<file path="config.mk">
export PLATFORM = sky130hd
export DESIGN_NAME = longest_coprime_run_finder
export DESIGN_NICKNAME = d
export VERILOG_FILES = /design/src/hw/rtl/lcrf_pkg.sv /design/src/hw/rtl/lcrf_dp.sv /design/src/hw/rtl/lcrf_ctrl.sv /design/src/hw/rtl/longest_coprime_run_finder.sv
export SDC_FILE = /design/constraint.sdc
export NUM_CORES = 1
export LEC_CHECK = 0
export ABC_AREA = 1
export BUFFER_PORTS_ARGS = -buffer_cell sky130_fd_sc_hd__buf_2
export CAP_MARGIN = 20
export CELL_PAD_IN_SITES_DETAIL_PLACEMENT = 1
export CELL_PAD_IN_SITES_GLOBAL_PLACEMENT = 1
export CORE_AREA = 2 2 178 180
export CTS_BUF_LIST = sky130_fd_sc_hd__clkbuf_8
export DETAILED_ROUTE_END_ITERATION = 8
export DIE_AREA = 0 0 180 182
export MAX_ROUTING_LAYER = met4
export PLACE_DENSITY_LB_ADDON = 0.3
export RECOVER_POWER = 25
export SLEW_MARGIN = 20
export SYNTH_ARGS = -nofsm -noshare
export SYNTH_HDL_FRONTEND = slang
export SYNTH_HIERARCHICAL = 1
export SYNTH_SLANG_ARGS = --single-unit
export TNS_END_PERCENT = 10
</file>
<file path="constraint.sdc">
create_clock -name i_clk -period 10.1 [get_ports i_clk]
set_clock_uncertainty 0.05 [all_clocks]
set_input_delay 1.01 -clock i_clk [delete_from_list [all_inputs] [get_ports i_clk]]
set_output_delay 1.01 -clock i_clk [all_outputs]
set_load 0.05 [all_outputs]
</file>
<file path="src/hw/rtl/lcrf_pkg.sv">
package lcrf_pkg;

    localparam int VALUE_BITS   = 31;
    localparam int MAX_ELEMENTS = 16384;
    localparam int IDX_W        = $clog2(MAX_ELEMENTS);
    localparam int CNT_W        = IDX_W + 1;

    localparam logic [CNT_W-1:0] MAX_CNT  = CNT_W'(MAX_ELEMENTS);
    localparam logic [IDX_W-1:0] IDX_LAST = IDX_W'(MAX_ELEMENTS - 1);

    typedef struct packed {
        logic [VALUE_BITS-1:0] value;
        logic                  last_element;
    } t_in_item;

    typedef struct packed {
        logic [IDX_W-1:0] run_start;
        logic [IDX_W-1:0] run_stop;
        logic [CNT_W-1:0] run_length;
        logic             overflow;
    } t_out_item;

    // controller -> datapath
    typedef struct packed {
        logic load;    // capture operands of the accepted transaction
        logic step;    // one binary GCD iteration
        logic commit;  // update run bookkeeping, emit result if last
    } t_cmd;

    // datapath -> controller
    typedef struct packed {
        logic gcd_done;
        logic last;
    } t_status;

endpackage

</file>
<file path="src/hw/rtl/lcrf_dp.sv">
module lcrf_dp
    import lcrf_pkg::*;
(
    input  logic      i_clk,
    input  logic      i_rst_n,
    input  t_cmd      i_cmd,
    input  t_in_item  i_in_data,
    output t_status   o_status,
    output t_out_item o_out_data
);

    logic [VALUE_BITS-1:0] r_a, r_b, r_prev;
    logic                  r_last;
    logic [CNT_W-1:0]      r_pos, r_cur, r_best;
    logic [IDX_W-1:0]      r_bstart, r_bstop;
    logic                  r_ovf;
    t_out_item             r_out;

    logic                  a_zero, b_zero, both_even, ab_eq, coprime;
    logic [VALUE_BITS-1:0] diff_ab, diff_ba;
    logic                  pos_sat;
    logic [IDX_W-1:0]      idx;
    logic [CNT_W-1:0]      idx_p1;
    logic [CNT_W-1:0]      run_inc;
    logic [CNT_W-1:0]      n_cur, n_best;
    logic [IDX_W-1:0]      n_bstart, n_bstop;
    logic [CNT_W-1:0]      n_pos;
    logic                  n_ovf;

    // binary GCD: only "is the GCD one" matters
    assign a_zero    = (r_a == '0);
    assign b_zero    = (r_b == '0);
    assign both_even = !r_a[0] && !r_b[0];
    assign ab_eq     = (r_a == r_b);
    assign diff_ab   = r_a - r_b;
    assign diff_ba   = r_b - r_a;

    always_comb begin
        if (a_zero) begin
            coprime = (r_b == VALUE_BITS'(1));
        end else if (b_zero) begin
            coprime = (r_a == VALUE_BITS'(1));
        end else if (both_even) begin
            coprime = 1'b0;
        end else begin
            coprime = ab_eq && (r_a == VALUE_BITS'(1));
        end
    end

    assign o_status.gcd_done = a_zero || b_zero || both_even || ab_eq;
    assign o_status.last     = r_last;

    // index and run bookkeeping
    assign pos_sat = (r_pos >= MAX_CNT);
    assign idx     = pos_sat ? IDX_LAST : r_pos[IDX_W-1:0];
    assign idx_p1  = {1'b0, idx} + CNT_W'(1);
    assign run_inc = (r_cur < MAX_CNT) ? r_cur + CNT_W'(1) : r_cur;
    assign n_pos   = pos_sat ? r_pos : r_pos + CNT_W'(1);
    assign n_ovf   = r_ovf | pos_sat;

    always_comb begin
        n_cur    = CNT_W'(1);
        n_best   = r_best;
        n_bstart = r_bstart;
        n_bstop  = r_bstop;
        if (coprime) begin
            n_cur = run_inc;
            if (run_inc > r_best) begin
                n_best   = run_inc;
                n_bstart = (idx_p1 >= run_inc) ? IDX_W'(idx_p1 - run_inc) : '0;
                n_bstop  = idx;
            end
        end
    end

    always_ff @(posedge i_clk) begin
        if (i_cmd.load) begin
            r_a <= i_in_data.value;
            r_b <= r_prev;
        end else if (i_cmd.step) begin
            if (!r_a[0]) begin
                r_a <= r_a >> 1;
            end else if (!r_b[0]) begin
                r_b <= r_b >> 1;
            end else if (r_a > r_b) begin
                r_a <= diff_ab >> 1;
            end else begin
                r_b <= diff_ba >> 1;
            end
        end
        if (i_cmd.commit && r_last) begin
            r_out.run_start  <= n_bstart;
            r_out.run_stop   <= n_bstop;
            r_out.run_length <= n_best;
            r_out.overflow   <= n_ovf;
        end
    end

    always_ff @(posedge i_clk) begin
        if (!i_rst_n) begin
            r_prev   <= '0;
            r_last   <= 1'b0;
            r_pos    <= '0;
            r_cur    <= '0;
            r_best   <= '0;
            r_bstart <= '0;
            r_bstop  <= '0;
            r_ovf    <= 1'b0;
        end else if (i_cmd.load) begin
            r_prev <= i_in_data.value;
            r_last <= i_in_data.last_element;
        end else if (i_cmd.commit) begin
            if (r_last) begin
                r_prev   <= '0;
                r_pos    <= '0;
                r_cur    <= '0;
                r_best   <= '0;
                r_bstart <= '0;
                r_bstop  <= '0;
                r_ovf    <= 1'b0;
            end else begin
                r_pos    <= n_pos;
                r_cur    <= n_cur;
                r_best   <= n_best;
                r_bstart <= n_bstart;
                r_bstop  <= n_bstop;
                r_ovf    <= n_ovf;
            end
        end
    end

    assign o_out_data = r_out;

endmodule

</file>
<file path="src/hw/rtl/lcrf_ctrl.sv">
module lcrf_ctrl
    import lcrf_pkg::*;
(
    input  logic    i_clk,
    input  logic    i_rst_n,
    input  logic    i_in_valid,
    output logic    o_in_stall,
    input  logic    i_out_stall,
    output logic    o_out_valid,
    input  t_status i_status,
    output t_cmd    o_cmd
);

    typedef enum logic {
        S_IDLE,
        S_GCD
    } t_state;

    t_state r_state, n_state;
    logic   r_out_valid, n_out_valid;
    logic   out_free;

    // output register can take a result this cycle
    assign out_free = !r_out_valid || !i_out_stall;

    always_comb begin
        n_state     = r_state;
        o_cmd       = '0;
        n_out_valid = r_out_valid && i_out_stall;
        case (r_state)
            S_IDLE: begin
                if (i_in_valid) begin
                    o_cmd.load = 1'b1;
                    n_state    = S_GCD;
                end
            end
            S_GCD: begin
                if (!i_status.gcd_done) begin
                    o_cmd.step = 1'b1;
                end else if (!i_status.last || out_free) begin
                    o_cmd.commit = 1'b1;
                    n_state      = S_IDLE;
                    if (i_status.last) begin
                        n_out_valid = 1'b1;
                    end
                end
            end
            default: begin
                n_state = S_IDLE;
            end
        endcase
    end

    always_ff @(posedge i_clk) begin
        if (!i_rst_n) begin
            r_state     <= S_IDLE;
            r_out_valid <= 1'b0;
        end else begin
            r_state     <= n_state;
            r_out_valid <= n_out_valid;
        end
    end

    assign o_in_stall  = (r_state != S_IDLE);
    assign o_out_valid = r_out_valid;

endmodule

</file>
<file path="src/hw/rtl/longest_coprime_run_finder.sv">
// Sequence: load the input transaction, run binary GCD iterations until the
// GCD is settled, then commit (run state; result register on a last element).
// A new transaction is taken only after the commit; a last-element commit
// also waits while a stalled result holds the output register.
// Each GCD iteration strips at least one bit from one operand.
// Reset: synchronous, active low; clears run state, index and overflow flag.
module longest_coprime_run_finder
    import lcrf_pkg::*;
(
    input  logic      i_clk,
    input  logic      i_rst_n,
    // input channel
    input  logic      i_in_valid,
    output logic      o_in_stall,
    input  t_in_item  i_in_data,
    // result channel
    output logic      o_out_valid,
    input  logic      i_out_stall,
    output t_out_item o_out_data
);

    t_cmd    cmd;
    t_status status;

    // Controller: idle/GCD sequencer plus the result-valid flag. A finished
    // result may sit in the output register while the next element is taken;
    // only a last-element commit waits for that register to drain.
    lcrf_ctrl u_ctrl (
        .i_clk       (i_clk),
        .i_rst_n     (i_rst_n),
        .i_in_valid  (i_in_valid),
        .o_in_stall  (o_in_stall),
        .i_out_stall (i_out_stall),
        .o_out_valid (o_out_valid),
        .i_status    (status),
        .o_cmd       (cmd)
    );

    // Datapath: GCD operand pair, previous element, saturating index,
    // current/best run tracking and the result register.
    lcrf_dp u_dp (
        .i_clk      (i_clk),
        .i_rst_n    (i_rst_n),
        .i_cmd      (cmd),
        .i_in_data  (i_in_data),
        .o_status   (status),
        .o_out_data (o_out_data)
    );

    // An accepted transaction always occupies the engine for the next cycle.
    a_busy_after_accept: assert property (@(posedge i_clk) disable iff (!i_rst_n)
        (i_in_valid && !o_in_stall) |=> o_in_stall)
        else $error("engine not busy after input transaction");

    // A new result only appears at the end of a busy period.
    a_result_from_busy: assert property (@(posedge i_clk) disable iff (!i_rst_n)
        $rose(o_out_valid) |-> $past(o_in_stall))
        else $error("result raised without a commit");

    // Reported run lies inside the index range and is ordered.
    a_run_bounds: assert property (@(posedge i_clk) disable iff (!i_rst_n)
        o_out_valid |-> (o_out_data.run_length <= MAX_CNT) &&
                        (o_out_data.run_stop >= o_out_data.run_start))
        else $error("result run out of bounds");

endmodule
</file>
---- After elaboration in Yosys (flattened, before gate mapping) ----
Cells that the tools add are included.
storage, ports and cells
  word-level logic and storage cells ...... 111
  bits of input ports ..................... 36
  flip-flop bits (word level) ............. 214
cells by class
  magnitude comparators ................... 5
  $add $sub $neg .......................... 6
  eq/ne operators ......................... 7
  multiplexer cells ....................... 46
  reductions and logical operators ........ 26
  bitwise logic cells ..................... 3
operators with widths
  cell                     count
  $mux W31                 13
  $mux W15                 8
  $mux W14                 8
  $eq A31 B1 Y1 const B    2
  $logic_not A31 Y1        2
  $sub A31 B31 Y31         2
  $eq A31 B31 Y1           1
  $gt A31 B31 Y1           1
  $add A15 B1 Y15 const B  2
  $add A14 B1 Y15 const B  1
  $ge A15 B15 Y1           1
  $ge A15 B15 Y1 const B   1
  $gt A15 B15 Y1           1
  $lt A15 B15 Y1 const B   1
  $mux W1                  15
  $sub A14 B14 Y14         1
  $ne A3 B3 Y1 const B     3
  $reduce_and A3 Y1        3
  $reduce_bool A2 Y1       4
  $reduce_and A2 Y1        3
  $logic_not A1 Y1         5
  $logic_or A1 B1 Y1       5
  $logic_and A1 B1 Y1      4
  $mux W2                  1
  other kinds (4)          5

---- Longest topological paths before layout ----
  word-level depth ........................ 8
  depth in mapped cells ................... 26
  gate-level depth less buffers ........... 23

---- Cells and area by module ----
The synthesis kept the hierarchy.
by module, submodules not included
  module     instances  cells an instance  area each (um^2)
  lcrf_dp    1          2183               15486.1
  lcrf_ctrl  1          19                 110.1

---- Least setup slack after synthesis ----
No wires, ideal clock.
  path type ............................... register -> register
  start point ............................. reg u_dp.r_b[0]
  end point ............................... reg u_dp.r_pos[13]
  setup time .............................. 0.119 ns
  stages on the path, launching flop included .. 23
  data required time ...................... 9.931 ns
  data arrival time ....................... 4.414 ns
  period minus slack after synthesis ...... 4.583 ns
  setup slack ............................. 5.517 ns
  cell sequence ........................... edfxtp_1 buf_2 inv_1 clkbuf_1 clkbuf_1 ha_1 nor3b_1 and3_1 nand4_2 o2111ai_1 nand2_1 clkinv_1 nand2_2 inv_1 nand2_1 inv_1 a21oi_1 inv_1 nand4_1 nor2_1 nand4_1 o21ai_0 a21oi_1
RTL lines
  item                    RTL line        RTL
  start, declared         lcrf_dp.sv:12   logic [VALUE_BITS-1:0] r_a, r_b, r_prev;
  start signal, assigned  lcrf_dp.sv:79   r_b <= r_prev;
  start signal, assigned  lcrf_dp.sv:84   r_b <= r_b >> 1;
  start signal, assigned  lcrf_dp.sv:88   r_b <= diff_ba >> 1;
  end signal, assigned    lcrf_dp.sv:122  r_pos <= n_pos;
  end, declared           lcrf_dp.sv:14   logic [CNT_W-1:0] r_pos, r_cur, r_best;

==> results.ini <==
[outcome]
status=complete, but fails checks
violations=max-capacitance violations, max-slew violations

[route]
met2_wirelength_um=28720
dr.pass1.iters=5
drt-total-wl_um=55760
vias=15190
ant_nets=0
drc=0
top_layer_used=met4
vias_per_cell=5.641
wl_per_cell_um=20.70
met1_length_um=23020
first_iter_violations=900
wl_met3_um=2143

[clocking]
clkTransAtPathRegs_ns=0.05
root_buffer=clkbuf_8
cts_buffer_depth=3
post_cts_buffers=0
htreeDepth=2
holdBufCountCts=0
clock_sinks=214
ctsResizeCount=0
clock_latency_ns=0.61
cts_tree=done
cts_made_buffers=40

[yosys]
syn-cell-area_um2=15600
ys_ff_latch=214
synth_edf_count=106
synth_seq_area_share=0.3427
yosys-top-cells-count=nand2_1, inv_1, a21oi_1
synth_area_per_cell_um2=7.083
synthDistinctLibCells=53
synthCells=2202
syn_nets=2336
synth-main-ff-cell=dfxtp_1
ys_warn_count=6
async_reset_ff_frac=0
synth_top_area_share=0.2041
yosysMostFrequentCell=nand2_1
synthTopCellsByArea=edfxtp_1, nand2_1, dfxtp_1, a21oi_1, ha_1
synth_area_leader_cell=edfxtp_1

[placed_design]
gp_congestion=0.9661
hpwl_um=42220
portBuffers=81

[die]
die_w_um=180
coreArea_um2=30990
dieArea_um2=32760
std_cell_rows=65
num_io_pins=82
die_h_um=182
floorplan.initialDensity=0.5033

[finish]
syn_to_final_growth_pct=8.504
diodes=0
fill_cells=4134
nets=2393
drive_gt1_frac=0.08817

[worst_hold_path]
hp-class=reg -> reg

[flow_run]
maxCapViolCount=1

[worst_setup_path]
cp_max_fo=67
start_kind=primary input
crit_arrival_ns=6.87
cpMaxStageDelayCell=clkbuf_1
crit_path_cell_trace=buf_2 > inv_1 > nor2_4 > clkbuf_1 > inv_2 > nand2_2 > buf_4 > nor2_1 > a21oi_1 > inv_1 > nand4_1 > nor2_1 > nand4_1 > o21ai_0 > a21oi_1
cp_data_required_time_ns=10.58
worstSetupPathType=in -> reg
critical_path.max_stage_delay_ns=2.17
path_buf_inv=6
setup.worst_path.end_class=flop
cpLargestDelayFamily=buffers and inverters

[grt]
grt_max_degree=68
overflow=0
grt_pass1_wl_um=87330
grt_pass1_vias=15940
antenna_found_initial=0
grt_usage=0.3481

[sta]
hold_viol_final=0
relSlewSlack=-1.061
hold_ws_ns=0.4145
worst_slew_pin_slew_ns=3.091
setup_tns_ns=0
setup_viol=0
fmax_ghz=0.1565
slew_violations=68
rsz0062_at_grt=false
period_share=0.6326
post-route-min-period_ns=6.389

[pwr]
power_density_nw_per_um2=205.0
ir_drop_mv=0.09221
p_leak_nw=7.767

[path summary, 6_finish.rpt]
| kind | from | to | slack [ns] | cells past startpoint |
|---|---|---|---|---|
| setup / recovery | i_in_valid | u_dp/r_pos[13] | 3.71 | 15 |
| hold reg to reg | u_dp/r_prev[27] | u_dp/r_prev[27] | 0.41 | 2 |
| hold / removal | u_dp/r_prev[27] | u_dp/r_prev[27] | 0.41 | 2 |
| setup reg to reg | u_ctrl/o_in_stall | u_dp/r_pos[13] | 3.86 | 13 |
[kinds of logic after synthesis]
family,share of synthesized area
xor gates and xnor gates,0.03032
buffers and inverters,0.1007
DFF,0.3427
and+or+nand+nor,0.2939
adders and majority gates,0.08006
AOI/OAI and AO/OA,0.1523
[state kept, by name, indices dropped and copies added (netlist names), 14 cells and up]
name	flops
u_dp/r_cur	15
u_dp/r_b	31
u_dp/r_best	15
u_dp/o_out_data	44
u_dp/r_pos	15
u_dp/r_prev	31
u_dp/r_bstop	14
u_dp/r_a	31
u_dp/r_bstart	14
[tightest hold or removal path: stages, from the launching register on]
cell,delay [ns]
dfxtp_1,0.31
nand2_1,0.06
a21oi_1,0.05
[cell type report]
class | count | area, um^2 | share of cell area
multi-input cells | 1618 | 8682 | 0.5130
inverters | 292 | 1097 | 0.06484
well taps | 402 | 503.0 | 0.02972
clock inverters | 30 | 255.2 | 0.01508
repair buffers | 93 | 434.2 | 0.02566
clock buffers | 44 | 605.6 | 0.03579
flip-flops and latches | 214 | 5345 | 0.3159
[layer usage]
metal	track usage	vias to the layer above
li1	-	7253
met1	0.4018	7475
met2	0.6182	353
met3	0.04192	111
met4	0.1340	0
met5	-	-
[per-stage QoR]
stage	power (W)	setup WS [ns]	instance area (um^2)	instances	utilization
after global routing	0.003655	3.190	16920	2693	0.5461
after detailed placement	0.002530	5.465	16150	2619	0.5213
after floorplan	0.002054	5.517	15600	2202	-
final	0.003469	3.711	16920	2693	0.5461
after global placement	0.002497	5.580	16150	2619	0.5213
after CTS	0.003461	5.472	17010	2693	0.5491
[where the power goes]
group          switching, W  total, W  internal [W]
clock network      0.000404  0.000914      0.000511
registers         0.0000667   0.00108       0.00101
logic               0.00106   0.00148      0.000418
[cells in the final DEF (no fill, tap or decap), drive strengths merged, types with 2 or more instances in the layout]
| cell | synthesis | final |
|---|---|---|
| xor2 | 41 | 41 |
| nor3 | 15 | 15 |
| nand3b | 4 | 4 |
| xnor2 | 13 | 13 |
| clkinv | 2 | 8 |
| edfxtp | 106 | 106 |
| nand4 | 27 | 27 |
| nand3 | 146 | 146 |
| o21bai | 33 | 33 |
| nand2 | 669 | 669 |
| o21ai | 97 | 97 |
| a221oi | 2 | 2 |
| buf | 43 | 46 |
| fa | 3 | 3 |
| or2 | 6 | 6 |
| bufinv | 0 | 4 |
| inv | 290 | 310 |
| o21a | 2 | 2 |
| o211ai | 3 | 3 |
| a21boi | 5 | 5 |
| nor4 | 3 | 3 |
| and3 | 2 | 2 |
| and2 | 4 | 4 |
| a21o | 4 | 4 |
| dfxtp | 108 | 108 |
| clkbuf | 35 | 91 |
| nor2 | 179 | 179 |
| a21oi | 259 | 259 |
| ha | 95 | 95 |
Note: power is estimated with default switching activity, not from simulation.
